File: src/sv/bst_pkg.sv
package bst_pkg;

   // default sizes of the name table
   localparam int MaxEntriesDef = 24;
   localparam int NameBytesDef  = 32;

   // frame layout of a beacon
   localparam logic [7:0]  FcMask     = 8'hFC;
   localparam logic [7:0]  FcBeacon   = 8'h80;
   localparam logic [11:0] LenPos     = 12'd37;
   localparam logic [11:0] NameStart  = 12'd38;
   localparam logic [11:0] PosMax     = 12'hFFF;
   localparam logic [4:0]  TrimDef    = 5'd16;

   typedef enum logic [1:0] {
      ACT_BYTE  = 2'd0,
      ACT_TICK  = 2'd1,
      ACT_READ  = 2'd2,
      ACT_CLEAR = 2'd3
   } act_type;

   typedef enum logic [1:0] {
      KIND_MGMT  = 2'd0,
      KIND_DATA  = 2'd1,
      KIND_CTRL  = 2'd2,
      KIND_OTHER = 2'd3
   } kind_type;

   typedef enum logic [1:0] {
      EV_NONE    = 2'd0,
      EV_UPDATED = 2'd1,
      EV_ADDED   = 2'd2,
      EV_DROPPED = 2'd3
   } event_type;

   // one request beat as it travels from front to back
   typedef struct packed {
      act_type     action;
      kind_type    pkt_kind;
      logic [11:0] frame_len;
      logic [3:0]  rx_channel;
      logic [7:0]  rx_rssi;
      logic [7:0]  data_byte;
      logic        last_byte;
      logic [4:0]  entry_index;
      logic [1:0]  chunk_index;
   } item_type;

   typedef enum logic [3:0] {
      S_IDLE,
      S_EXEC,
      S_MISSUE,
      S_MCHK,
      S_INS,
      S_SRD,
      S_SWR,
      S_RDW
   } state_type;

endpackage

File: src/sv/bst_front.sv
module bst_front
   import bst_pkg::*;
(
   input  logic        clock,
   input  logic        reset,
   input  logic        start,
   output logic        busy,
   input  logic [1:0]  req_action,
   input  logic [1:0]  req_pkt_kind,
   input  logic [11:0] req_frame_len,
   input  logic [3:0]  req_rx_channel,
   input  logic [7:0]  req_rx_rssi,
   input  logic [7:0]  req_data_byte,
   input  logic        req_last_byte,
   input  logic [4:0]  req_entry_index,
   input  logic [1:0]  req_chunk_index,
   output logic        q_valid,
   output item_type    q_item,
   input  logic        q_pop
);

   item_type   slot_ff [2];
   item_type   beat;
   logic       rd_ptr_ff, rd_ptr_in;
   logic       wr_ptr_ff, wr_ptr_in;
   logic [1:0] fill_ff, fill_in;
   logic       push;

   // classify the incoming beat
   always_comb begin
      beat.action      = act_type'(req_action);
      beat.pkt_kind    = kind_type'(req_pkt_kind);
      beat.frame_len   = req_frame_len;
      beat.rx_channel  = req_rx_channel;
      beat.rx_rssi     = req_rx_rssi;
      beat.data_byte   = req_data_byte;
      beat.last_byte   = req_last_byte;
      beat.entry_index = req_entry_index;
      beat.chunk_index = req_chunk_index;
   end

   assign busy    = (fill_ff == 2'd2);
   assign push    = start && !busy;
   assign q_valid = (fill_ff != 2'd0);
   assign q_item  = slot_ff[rd_ptr_ff];

   // two-entry queue pointers
   always_comb begin
      rd_ptr_in = rd_ptr_ff ^ (q_pop && q_valid);
      wr_ptr_in = wr_ptr_ff ^ push;
      fill_in   = fill_ff + {1'b0, push} - {1'b0, q_pop && q_valid};
   end

   always_ff @(posedge clock) begin
      if (reset) begin
         rd_ptr_ff <= 1'b0;
         wr_ptr_ff <= 1'b0;
         fill_ff   <= 2'd0;
      end else begin
         rd_ptr_ff <= rd_ptr_in;
         wr_ptr_ff <= wr_ptr_in;
         fill_ff   <= fill_in;
      end
   end

   // queue payload
   always_ff @(posedge clock) begin
      if (push) begin
         slot_ff[wr_ptr_ff] <= beat;
      end
   end

endmodule

File: config.mk
export PLATFORM = sky130hd
export DESIGN_NAME = bst_front
export DESIGN_NICKNAME = d
export VERILOG_FILES = /design/src/sv/bst_pkg.sv /design/src/sv/bst_front.sv
export SDC_FILE = /design/constraint.sdc
export NUM_CORES = 1
export LEC_CHECK = 0
export ABC_AREA = 1
export BUFFER_PORTS_ARGS = -buffer_cell sky130_fd_sc_hd__buf_2
export CAP_MARGIN = 20
export CORE_MARGIN = 3
export CORE_UTILIZATION = 54
export CTS_BUF_LIST = sky130_fd_sc_hd__clkbuf_2 sky130_fd_sc_hd__clkbuf_4 sky130_fd_sc_hd__clkbuf_8
export DETAILED_ROUTE_END_ITERATION = 16
export PLACE_DENSITY_LB_ADDON = 0.12
export SETUP_SLACK_MARGIN = 0.02
export SYNTH_ARGS = -nofsm -noshare
export SYNTH_HDL_FRONTEND = slang
export SYNTH_SLANG_ARGS = --single-unit
File: constraint.sdc
create_clock -name clock -period 3 [get_ports clock]
set_input_delay 0.15 -clock clock [delete_from_list [all_inputs] [get_ports clock]]
set_output_delay 0.15 -clock clock [all_outputs]
set_load 0.02 [all_outputs]
---- Yosys cells after proc, flatten, opt, wreduce, memory -nomap -nowiden ----
Memories as Yosys holds them, arrays and structs flattened. A register that Yosys moved wholly into a read port is not among the register bits.
Index checks and enable logic that the tools add are counted.
word-level totals
  flip-flop bits (word level) ............. 4
  RAM bits ................................ 88
  input bits .............................. 48
  word-level logic and storage cells ...... 16
  memories kept ........................... 1
memory list
  memory   depth  bits a word  rd ports  clocked after Yosys merged registers in  write ports  line             source
  slot_ff  2      44           1         1                                        1            bst_front.sv:22  item_type slot_ff [2];
operators by class
  add/sub/neg operators ................... 2
  equal/unequal tests ..................... 1
  multiplexer cells ....................... 3
  bitwise logic cells ..................... 2
  reduce and logical (&&, ||, !) cells .... 4
operators by type and width
  cell                number
  $mux 1              3
  $add 2x1->2         1
  $eq 2x2->1 const B  1
  $logic_and 1x1->1   2
  $reduce_bool 2->1   1
  $sub 2x1->2         1
  $xor 1x1->1         2
  $logic_not 1->1     1

---- Depth between registers and ports, before layout ----
Gate-level depths: netlist (run 1).
  depth after elaboration ................. 5
  depth in mapped cells ................... 10
  gate-level depth less buffers ........... 10

---- Worst setup path after synthesis (run 1) ----
No wires, ideal clock.
  path type ............................... reg2reg
  start point ............................. reg fill_ff[1]
  end point ............................... mem slot_ff[1][0] in the netlist's numbering (enable)
  library setup time ...................... 0.406 ns
  arrival ................................. 1.683 ns
  path slack .............................. 0.911 ns
  cell stages (with the launch flop) ...... 5
  period minus slack after synthesis ...... 2.089 ns
  cell sequence ........................... dfxtp_1 > inv_1 > o21ai_0 > inv_1 > ha_1
on the way
  cells in the longest elaborated chain, start to end .. 5
ends and longest elaborated chain
  element                       line             source
  start: declaration            bst_front.sv:26  logic [1:0] fill_ff, fill_in;
  start signal: assignment      bst_front.sv:62  fill_ff <= fill_in;
  $eq 2x2->1                    bst_front.sv:42  assign busy = (fill_ff == 2'd2);
  $logic_not 1->1               bst_front.sv:43  assign push = start && !busy;
  $logic_and 1x1->1             bst_front.sv:43
  $mux 1                        bst_front.sv:68  if (push) begin
  $mux 1 (not written as such)  bst_front.sv:69  slot_ff[wr_ptr_ff] <= beat;
  end: declaration              bst_front.sv:22
Every way passes these cells.

==> impl_metrics.csv, run 1 <==
group,metric,value,unit
cts,cts_buffer_depth,2,
floorplanning,pin_count,94,
floorplanning,row_count,29,
logic_synthesis,synth.top_cell.area_share,73.2,%
critical_path,endpoint_kind,"output pin",
power,p_sw,1.12,mW
cts,tritoncts,"yes",
final_layout,final_nets,374,
critical_path,cp.arrival,1.93,ns
placed_design,placed_area,0.00414,mm2
placed_design,dp.cells,343,
timing,max_slew.worst_pin.slew,0.699,ns
cts,clk_latency,0.34,ns
final_layout,stdcell_count,403,
power,vdd_drop_max,0.464,mV
final_layout,stdcell_area,0.00478,mm2
global_route,busiest_layer,"met2",
global_route,grt_overflow,0,
global_route,grt_use_met2,27.2,%
timing,fin_setup_tns,0,ns
timing,relSlewSlack,53.4,%
logic_synthesis,synth_fp_nets,224,
status,outcome,"complete, no violations",
logic_synthesis,synth_seq_area_share,75.5,%
route,firstDrtPassIters,4,
timing,fmax,481,MHz
global_route,grt_max_degree,29,
timing,hold_viol,0,
logic_synthesis,ys_ff_latch,92,
logic_synthesis,synth_area_leaders,"edfxtp_1 (73%), mux2_4 (16%), buf_12 (2.2%)",
critical_path,crit_slowest_cell,"dfxtp_2",
power,switching_share,29.9,%
timing,hold_ws,0.0949,ns
route,wl,6.19,mm
power,power.internal,2.64,mW
floorplanning,core_area,0.00642,mm2
timing,finalClockSkew,0.00543,ns
timing,report.final.slew_viol_count,0,
route,drc_errors,0,
cts,htree_levels,3,
global_route,grt_use_met3,4.23,%
placed_design,numPortBuffers,93,
timing,setup_viol,0,
floorplanning,initial_core_util,56.2,%
critical_path,cp_max_fo,23,
global_route,grt_pass1_wl,9.60,mm
cts,cts_root_buf,"clkbuf_8",
floorplanning,die_x,87.7,um
logic_synthesis,ys_warn_count,0,
cts,post_cts_buffers,0,
timing,min_period,2.08,ns
placed_design,dpl.hpwl,3.93,mm
final_layout,diodes,0,
global_route,antenna_found_initial,0,
cts,cts-buffers-inserted,9,
final_layout,drive_above_1_share,49.1,%
timing,rsz0062_at_grt,"false",
route,via_per_inst,4.77,
route,vias,1924,
cts,clkTransAtPathRegs,0.07,ns
power,pwr-share-comb,32.3,%
global_route,grt_use_met1,21.8,%
route,first_iter_violations,121,
final_layout,area_delta_synth_final,32.4,%
placed_design,post-place-ws,1.09,ns
global_route,grt_use_total,17.1,%
global_route,grt_pass1_vias,1975,
hold_path,hp-class,"input port to register",
cts,cts.sinks,92,
final_layout,fillerInstances,393,
logic_synthesis,syn-cell-area,0.00361,mm2
critical_path,crit_required,2.85,ns
cts,cts_resized,0,
logic_synthesis,synth_cells,172,
placed_design,place_congestion,0.741,
power,clock_power_share,20.7,%
logic_synthesis,synth.distinct_cells,13,
job,cap_viol_max_count,0,
timing,setup_slack,0.919,ns
logic_synthesis,yosys.area.top_type,"edfxtp_1",
critical_path,critPathKind,"register to output pin",
timing,fin_crit_sh,69.4,%
route,ant_nets,0,
logic_synthesis,avgSynthCellArea,21.0,um2
critical_path,crit_chain,"buf_4 -> mux2_4 -> buf_2",
power,powerDensity,788,mW/mm2
power,pwr-share-seq,47.0,%
route,wl_per_cell,15.4,um
critical_path,startpoint_type,"register",
power,p_leak,1.94,nW
critical_path,cp_slowest_stage_delay,0.79,ns
floorplanning,die_h,87.7,um
floorplanning,die_area,0.00770,mm2
[worst max-delay path, delay by kind of cell, from the launching register on]
kind	cells	cell delay, ns
buffers and inverters	2	0.49
DFF	1	0.79
muxes	1	0.32
[metal layers]
layer  up-vias  part of all wire (%)
li1        946                     -
met1       906                    45
met2        62                    49
met3        10                   4.5
met4         0                   1.9
met5         -                     0
[kinds of logic (layout without fill, tap and decap cells)]
| kind of cell | count (synthesis) | after routing | synth area share [%] |
|---|---|---|---|
| compound gates | 2 | 2 | 0.277 |
| fa+ha+maj | 4 | 4 | 1.39 |
| simple gates | 15 | 15 | 1.63 |
| mux | 44 | 44 | 17.7 |
| flops | 92 | 92 | 75.5 |
| buf+inv | 15 | 169 | 3.57 |
[what timing repair did]
| action | CTS | global route |
|---|---|---|
| hold buffers | 45 | 0 |
| hold endpoints to repair | 90 | 0 |
| endpoints found under the setup margin | 0 | 0 |
[worst paths after layout]
kind / endpoint / cells past startpoint / slack [ns] / startpoint
worst max register to register: slot_ff[0][27] / 5 / 1.11 / fill_ff[1]
worst max-delay path: q_item[18] / 3 / 0.92 / rd_ptr_ff
worst min register to register: wr_ptr_ff / 3 / 0.60 / wr_ptr_ff
worst min-delay path: rd_ptr_ff / 4 / 0.09 / q_pop
[cell type report]
class | instances | area (um2) | share of cell area (%)
clock inverters | 3 | 38.8 | 0.812
repair buffers | 144 | 973 | 20.4
multi-input cells | 65 | 762 | 15.9
clock buffers | 12 | 146 | 3.06
inverters | 10 | 37.5 | 0.786
well taps | 77 | 96.3 | 2.02
flip-flops and latches | 92 | 2720 | 57.0
[placed cells by master (no fill, tap or decap)]
cell type       n
buf_2          93
clkbuf_4        3
mux2_2          6
dfxtp_1         3
nand2_1         5
ha_2            2
buf_4           5
o21ai_0         1
nor2_1          8
clkbuf_8        9
nand3_1         2
inv_1          10
ha_1            2
clkinv_2        1
a21oi_1         1
edfxtp_1       88
buf_12          1
clkinv_1        1
dfxtp_2         1
dlygate4sd3_1  45
mux2_4         38
bufinv_16       1
[Yosys cell counts]
cell / n
buf_12: 4
edfxtp_1: 88
dfxtp_1: 4
nor2_1: 8
ha_1: 4
nand2_1: 5
inv_1: 10
mux2_2: 6
nand3_1: 2
o21ai_0: 1
buf_6: 1
a21oi_1: 1
mux2_4: 38
[per-stage QoR]
| stage | total power [mW] | util [%] |
|---|---|---|
| 2_1_floorplan | 2.69 | - |
| 3_3_place_gp | 2.97 | 64.5 |
| 3_5_place_dp | 2.98 | 64.5 |
| 4_1_cts | 3.80 | 74.4 |
| 5_1_grt | 3.96 | 74.4 |
| 6_report | 3.77 | 74.4 |
[registers in the layout, indices dropped and copies added, names as in the netlist]
signal and flops:
slot_ff 88, rd_ptr_ff 1, fill_ff 2, wr_ptr_ff 1
[power groups by stage]
stage	clock network [mW]	registers, mW	logic (mW)
floorplan	0	1.74	0.942
global placement	0	1.80	1.17
detailed placement	0	1.80	1.18
CTS	0.803	1.77	1.22
global route	0.854	1.80	1.31
finish	0.778	1.77	1.22
(Power assumes the default switching activity.)
==> run 2, diff against run 1 <==
--- a/config.mk
+++ b/config.mk
@@ -9,7 +9,7 @@
 export BUFFER_PORTS_ARGS = -buffer_cell sky130_fd_sc_hd__buf_2
 export CAP_MARGIN = 20
 export CORE_MARGIN = 3
-export CORE_UTILIZATION = 54
+export CORE_UTILIZATION = 49
 export CTS_BUF_LIST = sky130_fd_sc_hd__clkbuf_2 sky130_fd_sc_hd__clkbuf_4 sky130_fd_sc_hd__clkbuf_8
 export DETAILED_ROUTE_END_ITERATION = 16
 export PLACE_DENSITY_LB_ADDON = 0.12
==> constraint.sdc (replaced) <==
create_clock -name clock -period 1.7 [get_ports clock]
set_input_delay 0.085 -clock clock [delete_from_list [all_inputs] [get_ports clock]]
set_output_delay 0.085 -clock clock [all_outputs]
set_load 0.02 [all_outputs]
==> impl_metrics.csv, run 2 (synthesis results as in run 1) <==
group,metric,value,unit
cts,cts_buffer_depth,2,
floorplanning,row_count,30,
final_layout,drive_above_1_share,49.4,%
route,vias,1957,
power,power,6.94,mW
timing,fin_crit_sh,94.7,%
floorplanning,pin_count,94,
global_route,antenna_found_initial,0,
critical_path,crit_required,1.62,ns
timing,relSlewSlack,86.6,%
route,drc_errors,0,
cts,htree_levels,3,
critical_path,cp.arrival,1.53,ns
power,p_leak,1.98,nW
timing,fmax,621,MHz
critical_path,critPathKind,"register to output pin",
power,powerDensity,1410,mW/mm2
cts,clkTransAtPathRegs,0.08,ns
hold_path,min_from,"q_pop",
global_route,grt_max_degree,25,
timing,fin_setup_tns,0,ns
critical_path,critical_path.endpoint,"q_item[15]",
cts,tritoncts,"yes",
cts,post_cts_buffers,0,
timing,hold_viol,0,
critical_path,rr_worst_depth,9,
critical_path,crit_path_start,"rd_ptr_ff",
timing,report.final.slew_viol_count,0,
floorplanning,core_area,0.00698,mm2
critical_path,rr_endpoint,"fill_ff[1]",
final_layout,final_common_cell,"buf_2",
timing,min_period,1.61,ns
floorplanning,die_area,0.00843,mm2
placed_design,dpl.hpwl,3.92,mm
timing,finalClockSkew,0.00761,ns
placed_design,dp.cells,364,
cts,cts-buffers-inserted,9,
final_layout,diodes,0,
final_layout,area_delta_synth_final,36.5,%
critical_path,reg2reg_setup_slack,0.19,ns
placed_design,numPortBuffers,93,
floorplanning,die_h,91.8,um
critical_path,startpoint_type,"register",
route,wl_per_cell,15.1,um
timing,rsz0062_at_grt,"false",
route,ant_nets,0,
critical_path,endpoint_kind,"output pin",
final_layout,mostFrequentLayoutCells,"buf_2 (93), edfxtp_1 (88), dlygate4sd3_1 (45)",
final_layout,regMostFlops,"slot_ff",
timing,max_slew.worst_pin.slew,0.201,ns
hold_path,hp-class,"input port to register",
cts,cts.sinks,92,
final_layout,largest_reg_flops,88,
critical_path,r2r-start,"fill_ff[1]",
floorplanning,die_x,91.8,um
critical_path,cp_max_fo,10,
cts,cts_root_buf,"clkbuf_8",
floorplanning,initial_core_util,51.7,%
global_route,grt_overflow,0,
job,cap_viol_max_count,0,
final_layout,stdcell_count,426,
route,first_iter_violations,68,
status,outcome,"complete, no violations",
route,via_per_inst,4.59,
global_route,grt_pass1_wl,9.96,mm
cts,clk_latency,0.34,ns
placed_design,place_congestion,0.718,
final_layout,stdcell_area,0.00492,mm2
timing,hold_ws,0.0435,ns
hold_path,hold-path-cell-count,4,
placed_design,placed_area,0.00423,mm2
power,vdd_drop_max,0.798,mV
final_layout,largestRegisters,"slot_ff (88), fill_ff (2)",
global_route,grt_pass1_vias,2034,
route,wl,6.43,mm
timing,setup_viol,0,
route,firstDrtPassIters,4,
global_route,grt_use_total,15.3,%
final_layout,final_nets,377,
-- run 2: cell types whose count changed in the layout (fill, tap and decap cells not counted), moves of 2 or more --
| cell | previous run | this run |
|---|---|---|
| buf_12 | 1 | 5 |
| buf_4 | 5 | 3 |
| clkbuf_4 | 3 | 0 |
| clkinvlp_4 | 0 | 2 |
-- run 2: worst min path at each step --
stage | end
floorplan | wr_ptr_ff
global placement | slot_ff[1][16]
detailed placement | slot_ff[0][8]
CTS | rd_ptr_ff
global route | rd_ptr_ff
finish | rd_ptr_ff
-- run 2: power breakdown --
part / leakage, nW / internal [mW] / switching, mW
logic: 1.02 / 1.11 / 1.22
registers: 0.856 / 2.94 / 0.137
clock network: 0.101 / 0.820 / 0.710
total: 1.98 / 4.87 / 2.07
-- run 2: area by class of cell --
cell class | instances | area (um2)
clock inverters | 7 | 91.3
inverters | 10 | 37.5
repair buffers | 147 | 1060
well taps | 96 | 120
flip-flops and latches | 92 | 2730
fillers | 481 | 2060
clock buffers | 9 | 124
multi-input cells | 65 | 762
-- run 2: critical path: stages (launching register included) --
cell and delay [ns]:
dfxtp_4 0.47, buf_4 0.24, mux2_4 0.32, buf_2 0.16
-- run 2: through the flow --
step | worst slack, ns | utilization, %
after floorplan | -0.389 | -
after global placement | 0.282 | 60.6
after detailed placement | 0.0986 | 60.6
after CTS | 0.0469 | 70.2
after global routing | 0.0381 | 70.5
final | 0.0895 | 70.5
-- run 2: timing repair --
item / 4_1_cts / 5_1_grt
hold buffers: 45 / 0
resized for setup: 1 / 1
gates cloned: 0 / 1
endpoints found under the setup margin: 28 / 2
hold endpoints to repair: 90 / 0
-- run 2: per-layer routing --
layer,track usage [%],routed length (um),vias to the layer above
met2,27.7,3520,63
met1,18.0,2610,937
met4,5.20,31,0
met5,0,0,-
met3,3.45,263,3
li1,-,-,954
